--- src/rtl/core/gdsc_pkg.sv ---
// Shared types and constants for the greedy-dual-size cache policy.
package gdsc_pkg;

  localparam int unsigned ENTRIES   = 32;
  localparam int unsigned FRAC_BITS = 40;
  localparam int unsigned IDX_W     = $clog2(ENTRIES);
  localparam int unsigned CNT_W     = $clog2(ENTRIES + 1);
  localparam int unsigned PRIO_W    = 64;
  localparam int unsigned ADDR_W    = 3;

  localparam logic [1:0] KIND_LOOKUP = 2'd0;
  localparam logic [1:0] KIND_EVICT  = 2'd1;
  localparam logic [1:0] KIND_ADMIT  = 2'd2;
  localparam logic [1:0] KIND_REJECT = 2'd3;

  localparam logic       REQ_LOOKUP = 1'b0;
  localparam logic       REQ_ADMIT  = 1'b1;

  localparam logic [1:0] MODE_CONST = 2'd0;
  localparam logic [1:0] MODE_INV   = 2'd1;
  localparam logic [1:0] MODE_FREQ  = 2'd2;
  localparam logic [1:0] MODE_PKT   = 2'd3;

  localparam logic [ADDR_W-1:0] REG_COST_MODE = 3'd0;
  localparam logic [ADDR_W-1:0] REG_CAPACITY  = 3'd4;

  localparam logic [1:0]  RESET_COST_MODE = 2'd2;
  localparam logic [31:0] RESET_CAPACITY  = 32'd1048576;
  localparam logic [31:0] PKT_BYTES       = 32'd536;

  // size / 536 = ((size >> 3) * PKT_RECIP) >> PKT_SHIFT, exact for all 32-bit sizes
  localparam logic [29:0] PKT_RECIP = 30'd1025663832;
  localparam int unsigned PKT_SHIFT = 36;

  typedef struct packed {
    logic        req_type;
    logic [31:0] object_id;
    logic [31:0] object_size;
  } req_t;

  typedef struct packed {
    logic [1:0]  kind;
    logic        hit;
    logic [31:0] evicted_id;
    logic [31:0] evicted_size;
    logic        last;
  } rsp_t;

  typedef struct packed {
    logic [31:0]       id;
    logic [31:0]       size;
    logic [PRIO_W-1:0] prio;
    logic [31:0]       freq;
    logic [31:0]       order;
  } entry_t;

  typedef struct packed {
    logic        start;
    logic [63:0] num;
    logic [31:0] size;
  } div_req_t;

  typedef struct packed {
    logic              done;
    logic [PRIO_W-1:0] quot;
  } div_rsp_t;

endpackage

--- src/rtl/core/gdsc_div.sv ---
// Bit-serial fixed-point cost divider: (num << FRAC_BITS) / size, saturating.
module gdsc_div (
  input  logic               clk,
  input  logic               rst_n,
  input  gdsc_pkg::div_req_t req,
  output gdsc_pkg::div_rsp_t rsp
);
  import gdsc_pkg::*;

  localparam int unsigned STEPS = 64 + FRAC_BITS;
  localparam int unsigned SC_W  = $clog2(STEPS + 1);

  logic [63:0]     num_r, num_nxt;
  logic [32:0]     rem_r, rem_nxt;
  logic [STEPS-1:0] q_r, q_nxt;
  logic [31:0]     d_r, d_nxt;
  logic [SC_W-1:0] cnt_r, cnt_nxt;
  logic            busy_r, busy_nxt;
  logic            done_r, done_nxt;
  logic [32:0]     shl;
  logic            ovf;

  always_comb begin
    num_nxt  = num_r;
    rem_nxt  = rem_r;
    q_nxt    = q_r;
    d_nxt    = d_r;
    cnt_nxt  = cnt_r;
    busy_nxt = busy_r;
    done_nxt = 1'b0;
    shl      = {rem_r[31:0], num_r[63]};
    if (req.start) begin
      num_nxt  = req.num;
      d_nxt    = (req.size == 32'd0) ? 32'd1 : req.size;
      rem_nxt  = '0;
      q_nxt    = '0;
      cnt_nxt  = '0;
      busy_nxt = 1'b1;
    end else if (busy_r) begin
      num_nxt = {num_r[62:0], 1'b0};
      if (shl >= {1'b0, d_r}) begin
        rem_nxt = shl - {1'b0, d_r};
        q_nxt   = {q_r[STEPS-2:0], 1'b1};
      end else begin
        rem_nxt = shl;
        q_nxt   = {q_r[STEPS-2:0], 1'b0};
      end
      cnt_nxt = cnt_r + 1'b1;
      if (cnt_r == SC_W'(STEPS - 1)) begin
        busy_nxt = 1'b0;
        done_nxt = 1'b1;
      end
    end
  end

  always_ff @(posedge clk) begin
    if (!rst_n) begin
      busy_r <= 1'b0;
      done_r <= 1'b0;
      cnt_r  <= '0;
    end else begin
      busy_r <= busy_nxt;
      done_r <= done_nxt;
      cnt_r  <= cnt_nxt;
    end
    num_r <= num_nxt;
    rem_r <= rem_nxt;
    q_r   <= q_nxt;
    d_r   <= d_nxt;
  end

  assign ovf      = |q_r[STEPS-1:PRIO_W];
  assign rsp.done = done_r;
  assign rsp.quot = ovf ? '1 : q_r[PRIO_W-1:0];
endmodule

--- config.mk ---
export PLATFORM = sky130hd
export DESIGN_NAME = gdsc_div
export DESIGN_NICKNAME = d
export VERILOG_FILES = /design/src/rtl/core/gdsc_pkg.sv /design/src/rtl/core/gdsc_div.sv
export SDC_FILE = /design/constraint.sdc
export NUM_CORES = 1
export LEC_CHECK = 0
export BUFFER_PORTS_ARGS = -buffer_cell sky130_fd_sc_hd__buf_2
export CORE_MARGIN = 4
export CORE_UTILIZATION = 38
export CTS_CLUSTER_DIAMETER = 80
export DETAILED_ROUTE_END_ITERATION = 10
export PLACE_DENSITY = 0.68
export SKIP_LAST_GASP = 1
export SLEW_MARGIN = 25
export SYNTH_ARGS = -nofsm -noshare
export SYNTH_HDL_FRONTEND = slang
export SYNTH_SLANG_ARGS = --single-unit
--- constraint.sdc ---
create_clock -name clk -period 8.67 [get_ports clk]
set_input_delay 2.1675 -clock clk [delete_from_list [all_inputs] [get_ports clk]]
set_output_delay 2.1675 -clock clk [all_outputs]
set_load 0.05 [all_outputs]
==> flow_summary.json, run 1 <==
{
  "netSwitchingFraction_pct": 24.43,
  "rsz0062_at_grt": "no",
  "whs_endpoint": "cnt_r[6]",
  "cp_slowest_cell": "buf_4",
  "die-width_um": 182.8,
  "clockRootBuffer": "clkbuf_16",
  "worst_pin_slew_ns": 0.9683,
  "clkSinkCount": 241,
  "nets": 1354,
  "drc": 0,
  "core_sq_um": 29870,
  "dr_wl_met2_mm": 12.02,
  "ios": 164,
  "gp_congestion": 0.8560,
  "synth_edf_count": 96,
  "antenna_found_initial": 7,
  "post_drt_via_cell_ratio": 4.991,
  "finalSetupViolCount": 0,
  "p_leak_nw": 5.788,
  "synth.distinct_cells": 54,
  "netlist_area_sq_um": 11600,
  "drt_pre_antenna_iters": 5,
  "clk_latency_ns": 0.53,
  "grt_pass1_vias": 8047,
  "clkTransAtPathRegs_ns": 0.06,
  "routed_wl_mm": 24.94,
  "dr.max_layer_used": "met5",
  "cts-hold-fix-buffers": 0,
  "num_rows": 63,
  "grt_pass1_wl_mm": 40.72,
  "drive_gt1_share_pct": 22.64,
  "r2r_cells": 11,
  "drv_cap": 0,
  "cp-startpoint": "q_r[87]",
  "critical_path_class": "flip-flop to output port",
  "p_comb_share_pct": 12.3,
  "synthArstFlopShare_pct": 0,
  "clockBufferDepth": 3,
  "worstReg2RegEnd": "rem_r[21]",
  "io_buffer_count": 163,
  "post_cts_buffers": 0,
  "slowest_delay_ns": 0.51,
  "start_util_pct": 38.84,
  "grt_max_degree": 96,
  "dieHeight_um": 182.8,
  "post_cts_resized": 0,
  "final_antenna_net_count": 0,
  "worstHoldStart": "cnt_r[6]",
  "fin_crit_ns": 4.625,
  "syn_to_final_growth_pct": 15.34,
  "p_per_area_nw_per_um2": 197.0,
  "overflow": 0,
  "r2r_slack_ns": 5.32,
  "pwr-share-seq_pct": 48.2,
  "dpl.cell_count": 1583,
  "p_int_mw": 1.993,
  "dr_wl_met3_mm": 1.227,
  "hpwl_mm": 17.22,
  "wl_per_cell_um": 15.30,
  "path_cells": "nor4_1, nand4_1, nor3_2, buf_4, nand2b_1, buf_2",
  "crit_required_ns": 6.50,
  "cts_tree": "built",
  "grt_usage_pct": 14.54,
  "setup_slack_ns": 4.045,
  "switchingPower_mw": 0.6440,
  "dpl_cell_area_sq_um": 12570,
  "yosys_warnings": 0,
  "arrival_ns": 2.46,
  "cp-end-kind": "output port",
  "htreeDepth": 1,
  "avgSynthCellArea_sq_um": 10.34,
  "slew_viol_final": 0,
  "irDropWorstVdd_mv": 0.1688,
  "layout_commonest_cell": "buf_2",
  "fmax_mhz": 216.2,
  "crit_fanout": 64,
  "die_area_sq_um": 33400,
  "clock_skew_ns": 0.008768,
  "yosysSeqAreaShare_pct": 49.85,
  "vias": 8136,
  "cts_buffers": 26,
  "r2r_start": "d_r[2]",
  "hp-class": "flip-flop to flip-flop",
  "synth_flop_cell": "dfxtp_1",
  "syn-num-nets": 1255,
  "worstHoldPathCells": 2,
  "period_share_pct": 53.34,
  "syn_inst": 1122,
  "design_area_sq_um": 13390,
  "ys_ff_latch": 241,
  "critPathLaunchType": "flip-flop",
  "drt_iter0_markers": 529,
  "layoutNonFillerInstCount": 1630,
  "m1WireLength_mm": 10.93,
  "post-place-ws_ns": 4.508,
  "status": "finished clean",
  "p_total_mw": 2.637,
  "power_frac_clock_pct": 39.5,
  "hold_viol": 0,
  "final_cell_mix": "162 x buf_2, 150 x nor2_1, 144 x dfxtp_1",
  "max_slew_margin_pct": 35.38,
  "fin_tns_setup_ns": 0
}
## layout make-up
type,instances,area [sq um]
clock inverter,6,45.04
antenna,3,7.507
sequential,241,5789
inverter,42,157.7
multi-input combinational,741,5268
fill,2852,16490
tap,390,488.0
clock buffer,38,760.7
timing repair buffer,169,869.6
## metrics by stage
stage                     util [%]  hold slack [ns]
after floorplan                  -           0.4531
after global placement       42.08           0.4703
after detailed placement     42.08           0.4790
after CTS                    44.78           0.4895
after global routing         44.80           0.5163
final                        44.80           0.4848
## worst max-delay path: cells and delay by family, from the launching register on
kind / cells / cell delay [ns]
simple gates: 4 / 0.85
buf+inv: 2 / 0.75
flops: 1 / 0.32
## cells by family after synthesis
| logic type | synth area share, % |
|---|---|
| simple gates | 13.87 |
| flops | 49.85 |
| mux | 16.29 |
| compound gates | 8.949 |
| buf+inv | 4.819 |
| fa+ha+maj | 3.730 |
| xor+xnor | 2.491 |
## power groups by stage
stage,Combinational (mW),Clock [mW],Sequential (mW)
2_1_floorplan,0.257,0,1.28
3_3_place_gp,0.319,0,1.29
3_5_place_dp,0.324,0,1.29
4_1_cts,0.325,1.08,1.27
5_1_grt,0.362,1.12,1.28
6_report,0.325,1.04,1.27
## how the worst max path moves through the flow
stage                      to  slack [ns]
floorplan            num_r[0]        4.45
global placement    num_r[18]        4.54
detailed placement  num_r[17]        4.51
CTS                   rsp[47]        3.97
global route          rsp[44]        3.77
finish                rsp[44]        4.05
## state kept, by name, summed over array words and instances (netlist names)
name / flops
q_r: 104
num_r: 64
d_r: 32
rem_r: 32
cnt_r: 7
busy_r: 1
done_r: 1
## synthesized netlist by cell type, types with 13 or more instances
cell type / number / area (sq um)
dfxtp_1: 145 / 2903
nand4_1: 13 / 81.33
nand2_1: 40 / 150.1
nor4_1: 20 / 125.1
a211oi_1: 28 / 210.2
clkbuf_1: 90 / 337.8
xnor2_1: 18 / 157.7
edfxtp_1: 96 / 2883
a21o_1: 18 / 135.1
o21ai_0: 23 / 115.1
a21oi_1: 49 / 245.2
mux2i_1: 118 / 1181
ha_1: 33 / 412.9
mux2_2: 63 / 709.4
nand2b_1: 69 / 431.7
xor2_1: 15 / 131.4
inv_1: 42 / 157.7
nor2_1: 151 / 566.8
## metal layers
metal  vias up  global-route usage, %
li1       4131                      -
met1      3821                  18.48
met2       126                  24.55
met3        50                  3.649
met4         8                  4.383
met5         -                      0
(Power assumes the default switching activity.)
==> run 2: changes to the inputs <==
Settings changed: ABC_AREA set to 1.
Clock period 8.67 ns to 4.3 ns, I/O delays scaled along.
==> run 2 against run 1 <==
Critical path depth stayed put. Count of clock-buffer cells in the layout is 1 higher. Non-clock buffer count is 3 higher.
==> flow_summary.json, run 2 <==
{
  "crit_required_ns": 3.22,
  "synth.distinct_cells": 42,
  "cp.depth": 6,
  "ios": 164,
  "r2r_slack_ns": 1.57,
  "fin_tns_setup_ns": 0,
  "hold_viol": 0,
  "htreeDepth": 1,
  "num_rows": 64,
  "drt_pre_antenna_iters": 4,
  "yosys-top-cells-count": "527 x nand2_1, 263 x inv_1, 145 x dfxtp_1",
  "r2r_start": "d_r[8]",
  "final_antenna_net_count": 0,
  "crit_fanout": 64,
  "clkTransAtPathRegs_ns": 0.06,
  "cp_slowest_cell": "buf_4",
  "utilization_pct": 44.90,
  "clk_latency_ns": 0.55,
  "synth.area.top_cells": "dfxtp_1 24%, edfxtp_1 24%, nand2_1 16%",
  "yosys_warnings": 0,
  "overflow": 0,
  "critPathLaunchType": "flip-flop",
  "cp-startpoint": "q_r[98]",
  "muxShareOfSynthArea_pct": 0,
  "cp_num_buf_inv": 2,
  "clkSinkCount": 241,
  "worstHoldPathCells": 2,
  "worst_pin_slew_ns": 0.8461,
  "period_share_pct": 85.25,
  "clockBufferDepth": 3,
  "final_cell_mix": "527 x nand2_1, 262 x inv_1, 162 x buf_2",
  "synth_fa_ha_area_share_pct": 3.597,
  "fin_crit_ns": 3.666,
  "drc": 0,
  "rsz0062_at_grt": "no",
  "max_slew_margin_pct": 43.39,
  "worstReg2RegEnd": "rem_r[23]",
  "arrival_ns": 2.59,
  "largestRegisters": "q_r: 104 flops, num_r: 64 flops",
  "dieHeight_um": 186.0,
  "yosys.area_share.simple_pct": 27.41,
  "synth_flop_cell": "dfxtp_1",
  "p_total_mw": 5.142,
  "post_cts_resized": 0,
  "hp-class": "flip-flop to flip-flop",
  "routed_wl_mm": 30.91,
  "hpwl_mm": 22.34,
  "worstSetupEndpoint": "rsp[32]",
  "irDropWorstVdd_mv": 0.2998,
  "grt_pass1_vias": 9972,
  "cts-hold-fix-buffers": 0,
  "gp_congestion": 0.8938,
  "die_area_sq_um": 34580,
  "drv_cap": 0,
  "die-width_um": 186.0,
  "nets": 1817,
  "ys_ff_latch": 241,
  "clock_skew_ns": 0.01032,
  "largest_reg_flops": 104,
  "synthArstFlopShare_pct": 0,
  "p_per_area_nw_per_um2": 370.5,
  "post_drt_via_cell_ratio": 4.878,
  "cts_tree": "built",
  "vias": 10250,
  "yosys.area.top_type": "dfxtp_1",
  "layout_commonest_cell": "nand2_1",
  "start_util_pct": 38.94,
  "finalSetupViolCount": 0,
  "drt_iter0_markers": 679,
  "r2r_cells": 14,
  "antenna_found_initial": 6,
  "core_sq_um": 30910,
  "post_cts_buffers": 0,
  "synth_top_family_by_area": "simple AND/OR/NAND/NOR gates",
  "cp-end-kind": "output port",
  "syn-num-nets": 1709,
  "p_leak_nw": 7.054,
  "path_cells": "nor4_1, nand4_1, nor4_4, buf_4, nand2_1, buf_2",
  "path_delay_family": "simple AND/OR/NAND/NOR gates",
  "grt_pass1_wl_mm": 49.92,
  "netlist_area_sq_um": 12040,
  "clockRootBuffer": "clkbuf_16",
  "grt_usage_pct": 17.58,
  "synth_compound_area_share_pct": 8.151,
  "fillCellCount": 3175,
  "synth_xor_area_share_pct": 0.6550,
  "synth_top_area_share_pct": 24.12,
  "status": "finished clean",
  "syn_to_final_growth_pct": 15.31,
  "avgSynthCellArea_sq_um": 7.637,
  "wl_per_cell_um": 14.70,
  "yosysMostFrequentCell": "nand2_1",
  "critical_path_class": "flip-flop to output port",
  "yosysSeqAreaShare_pct": 48.07,
  "grt_max_degree": 108,
  "cts_buffers": 26,
  "synth_edf_count": 96,
  "fmax_mhz": 272.8,
  "slew_viol_final": 0,
  "syn_inst": 1576,
  "regMostFlops": "q_r",
  "slowest_delay_ns": 0.55,
  "drive_gt1_share_pct": 15.03,
  "io_buffer_count": 163
}
==> run 2: cell count changes after synthesis, moves of 25 or more <==
cell      before  now
a211oi_1      28    0
inv_1         42  263
mux2_2        63    0
mux2i_1      118    0
nand2_1       40  527
nand2b_1      69    0
nand3_1        7   80
nand4_1       13   38
nor2_1       151   62
o22ai_1        0  102
==> run 2: tightest hold or removal path: stages (launching register included) <==
cell and delay, ns:
dfxtp_1 0.29, inv_1 0.07, a21oi_1 0.06
==> run 2: power by group <==
part	internal, mW	switching, mW	leakage [nW]
sequential	2.48	0.0258	2.14
clock	1.31	0.932	0.426
combinational	0.124	0.272	4.49
==> run 2: kinds of logic (layout without fill, tap and decap cells) <==
family	after synthesis	count (layout)
and+or+nand+nor	769	769
buffers and inverters	362	489
other	0	3
DFF	241	241
adders and majority gates	34	34
xor gates and xnor gates	9	9
AOI/OAI and AO/OA	161	161
==> run 2: worst min-delay path by stage <==
stage,start,to,slack (ns)
global route,cnt_r[6],cnt_r[6],0.50
finish,cnt_r[6],cnt_r[6],0.47
floorplan,q_r[103],q_r[103],0.43
detailed placement,q_r[103],q_r[103],0.46
CTS,cnt_r[6],cnt_r[6],0.48
global placement,q_r[103],q_r[103],0.46
==> run 2: through the flow <==
step | cells | setup slack, ns | hold slack [ns] | cell area [sq um]
2_1_floorplan | 1576 | 0.6921 | 0.4296 | 12040
3_3_place_gp | 2052 | 1.183 | 0.4557 | 13000
3_5_place_dp | 2052 | 1.117 | 0.4626 | 13000
4_1_cts | 2099 | 0.5758 | 0.4757 | 13870
5_1_grt | 2101 | 0.3767 | 0.4997 | 13880
6_report | 2102 | 0.6342 | 0.4703 | 13880
==> run 2: per-layer routing <==
layer	wire length [um]	GRT usage, %	share of wire, %	up-vias
li1	-	-	-	5255
met1	14020	23.57	45	4660
met2	14190	29.16	46	283
met3	2076	4.182	6.7	50
met4	592	3.672	1.9	6
met5	28	0	0.091	-
==> run 2: area by class of cell <==
class	count	area [sq um]	area share, %
Multi-Input combinational cell	973	4792	34.53
Clock buffer	39	770.7	5.554
Sequential cell	241	5786	41.69
Inverter	270	1018	7.339
Tap cell	396	495.5	3.570
Antenna cell	3	7.507	0.05409
Clock inverter	8	97.59	0.7032
Timing Repair Buffer	172	910.9	6.563
==> run 3: changes to the inputs <==
Settings changed: CORE_ASPECT_RATIO set to 0.8.
==> run 3 against run 2 <==
Power is 0.73% higher. Routed wire length down 0.38%. Clock skew increased by 0.0064 ns. Design area rose by 0.30%. Sequential share of layout area down 0.12 points. Count of clock-buffer cells in the layout is 4 lower. Sequential power about the same. Critical path depth did not move. Core utilization increased by 0.28 points. Die area about the same. Non-clock buffer count rose by 1. Combinational power is 1% higher. Largest power group unchanged. Highest routed layer unchanged.
==> flow_summary.json, run 3 (synthesized netlist as in run 2, its figures left out) <==
{
  "p_total_mw": 5.179,
  "clkSinkCount": 241,
  "fillCellCount": 3136,
  "largestRegisters": "q_r: 104 flops, num_r: 64 flops",
  "routed_wl_mm": 30.79,
  "clockBufferDepth": 3,
  "rsz0062_at_grt": "no",
  "crit_fanout": 64,
  "drt_iter0_markers": 759,
  "critPathLaunchType": "flip-flop",
  "grt_pass1_vias": 9692,
  "die_area_sq_um": 34600,
  "r2r_cells": 15,
  "drc": 0,
  "post_drt_via_cell_ratio": 4.875,
  "wl_per_cell_um": 14.52,
  "vias": 10340,
  "p_per_area_nw_per_um2": 372.1,
  "max_slew_margin_pct": 30.88,
  "final_cell_mix": "527 x nand2_1, 263 x inv_1, 162 x buf_2",
  "htreeDepth": 1,
  "arrival_ns": 2.63,
  "worstReg2RegEnd": "rem_r[24]",
  "fmax_mhz": 270.0,
  "r2r_start": "rem_r[1]",
  "clockRootBuffer": "clkbuf_16",
  "fin_tns_setup_ns": 0,
  "finalSetupViolCount": 0,
  "post_cts_buffers": 0,
  "multi_input_area_sq_um": 4795,
  "worst_pin_slew_ns": 1.033,
  "status": "finished clean",
  "grt_max_degree": 88,
  "nets": 1817,
  "clkTransAtPathRegs_ns": 0.06,
  "num_rows": 57,
  "start_util_pct": 39.06,
  "syn_to_final_growth_pct": 15.66,
  "final_antenna_net_count": 0,
  "largest_reg_flops": 104,
  "worstHoldPathCells": 2,
  "hold_viol": 0,
  "grt_pass1_wl_mm": 49.50,
  "worstHoldStart": "rem_r[31]",
  "slew_viol_final": 0,
  "period_share_pct": 86.12,
  "cp-end-kind": "output port",
  "cts_tree": "built",
  "crit_required_ns": 3.22,
  "regArea_sq_um": 5786,
  "irDropWorstVdd_mv": 0.3771,
  "grt_usage_pct": 17.39,
  "ios": 164,
  "fin_crit_ns": 3.703,
  "drive_gt1_share_pct": 15.21,
  "p_leak_nw": 7.062,
  "drv_cap": 0,
  "overflow": 0,
  "core_sq_um": 30810,
  "whs_endpoint": "rem_r[31]",
  "gp_congestion": 0.9078,
  "die-width_um": 207.0,
  "critical_path_class": "flip-flop to output port",
  "post_cts_resized": 0,
  "drt_pre_antenna_iters": 5,
  "io_buffer_count": 163,
  "hp-class": "flip-flop to flip-flop",
  "cts_buffers": 25,
  "r2r_slack_ns": 1.61,
  "clk_latency_ns": 0.56,
  "layout_commonest_cell": "nand2_1",
  "cts-hold-fix-buffers": 0,
  "dieHeight_um": 167.2,
  "regMostFlops": "q_r",
  "clock_skew_ns": 0.01674,
  "antenna_found_initial": 9,
  "hpwl_mm": 22.36
}
## run 3: changes by cell type in the layout (fill, tap and decap cells not counted), sizes merged
cell | previous run | this run
diode | 3 | 5
clkinvlp | 1 | 2
buf | 172 | 173
clkinv | 5 | 4
inv | 271 | 273
bufinv | 1 | 2
clkbuf | 39 | 35
## run 3: routing by layer
layer | up-vias | track usage [%] | part of all wire (%)
met5 | - | 0 | 0.15
met4 | 8 | 3.447 | 1.8
met3 | 47 | 4.544 | 7.4
met2 | 284 | 25.90 | 43
met1 | 4742 | 25.66 | 48
li1 | 5259 | - | -
## run 3: where the power goes
group	internal (mW)	switching [mW]	total, mW
clock network	1.33	0.936	2.27
registers	2.48	0.0252	2.51
logic	0.125	0.275	0.401
total	3.94	1.24	5.18
## run 3: final cells by class
type	instances	share of cell area, %
antenna	5	0.08989
clock buffer	35	5.339
clock inverter	11	0.9348
inverter	270	7.317
multi-input combinational	973	34.44
sequential	241	41.56
tap	413	3.712
timing repair buffer	173	6.598
## run 3: per-stage QoR
stage                     setup WS [ns]  utilization, %  instance area, sq um  hold WS, ns  instances
final                            0.5968           45.18                 13920       0.4747       2121
after global routing             0.4095           45.18                 13920       0.5039       2121
after CTS                        0.5202           45.13                 13900       0.4728       2116
after detailed placement          1.128           42.30                 13030       0.4636       2070
after global placement            1.197           42.30                 13030       0.4581       2070
after floorplan                  0.6921               -                 12040       0.4296       1576
## run 3: critical path: stages, from the launching register on
cell and delay [ns]:
dfxtp_1 0.32, nor4_1 0.34, nand4_1 0.21, nor4_4 0.24, buf_4 0.52, nand2_1 0.17, buf_2 0.26
## run 3: worst max-delay path by stage
stage | startpoint | end | slack, ns
final | q_r[90] | rsp[54] | 0.60
after global routing | q_r[102] | rsp[45] | 0.41
after CTS | q_r[90] | rsp[45] | 0.52
after detailed placement | q_r[90] | rsp[45] | 1.13
after global placement | req[96] | busy_r | 1.20
after floorplan | req[96] | num_r[0] | 0.69
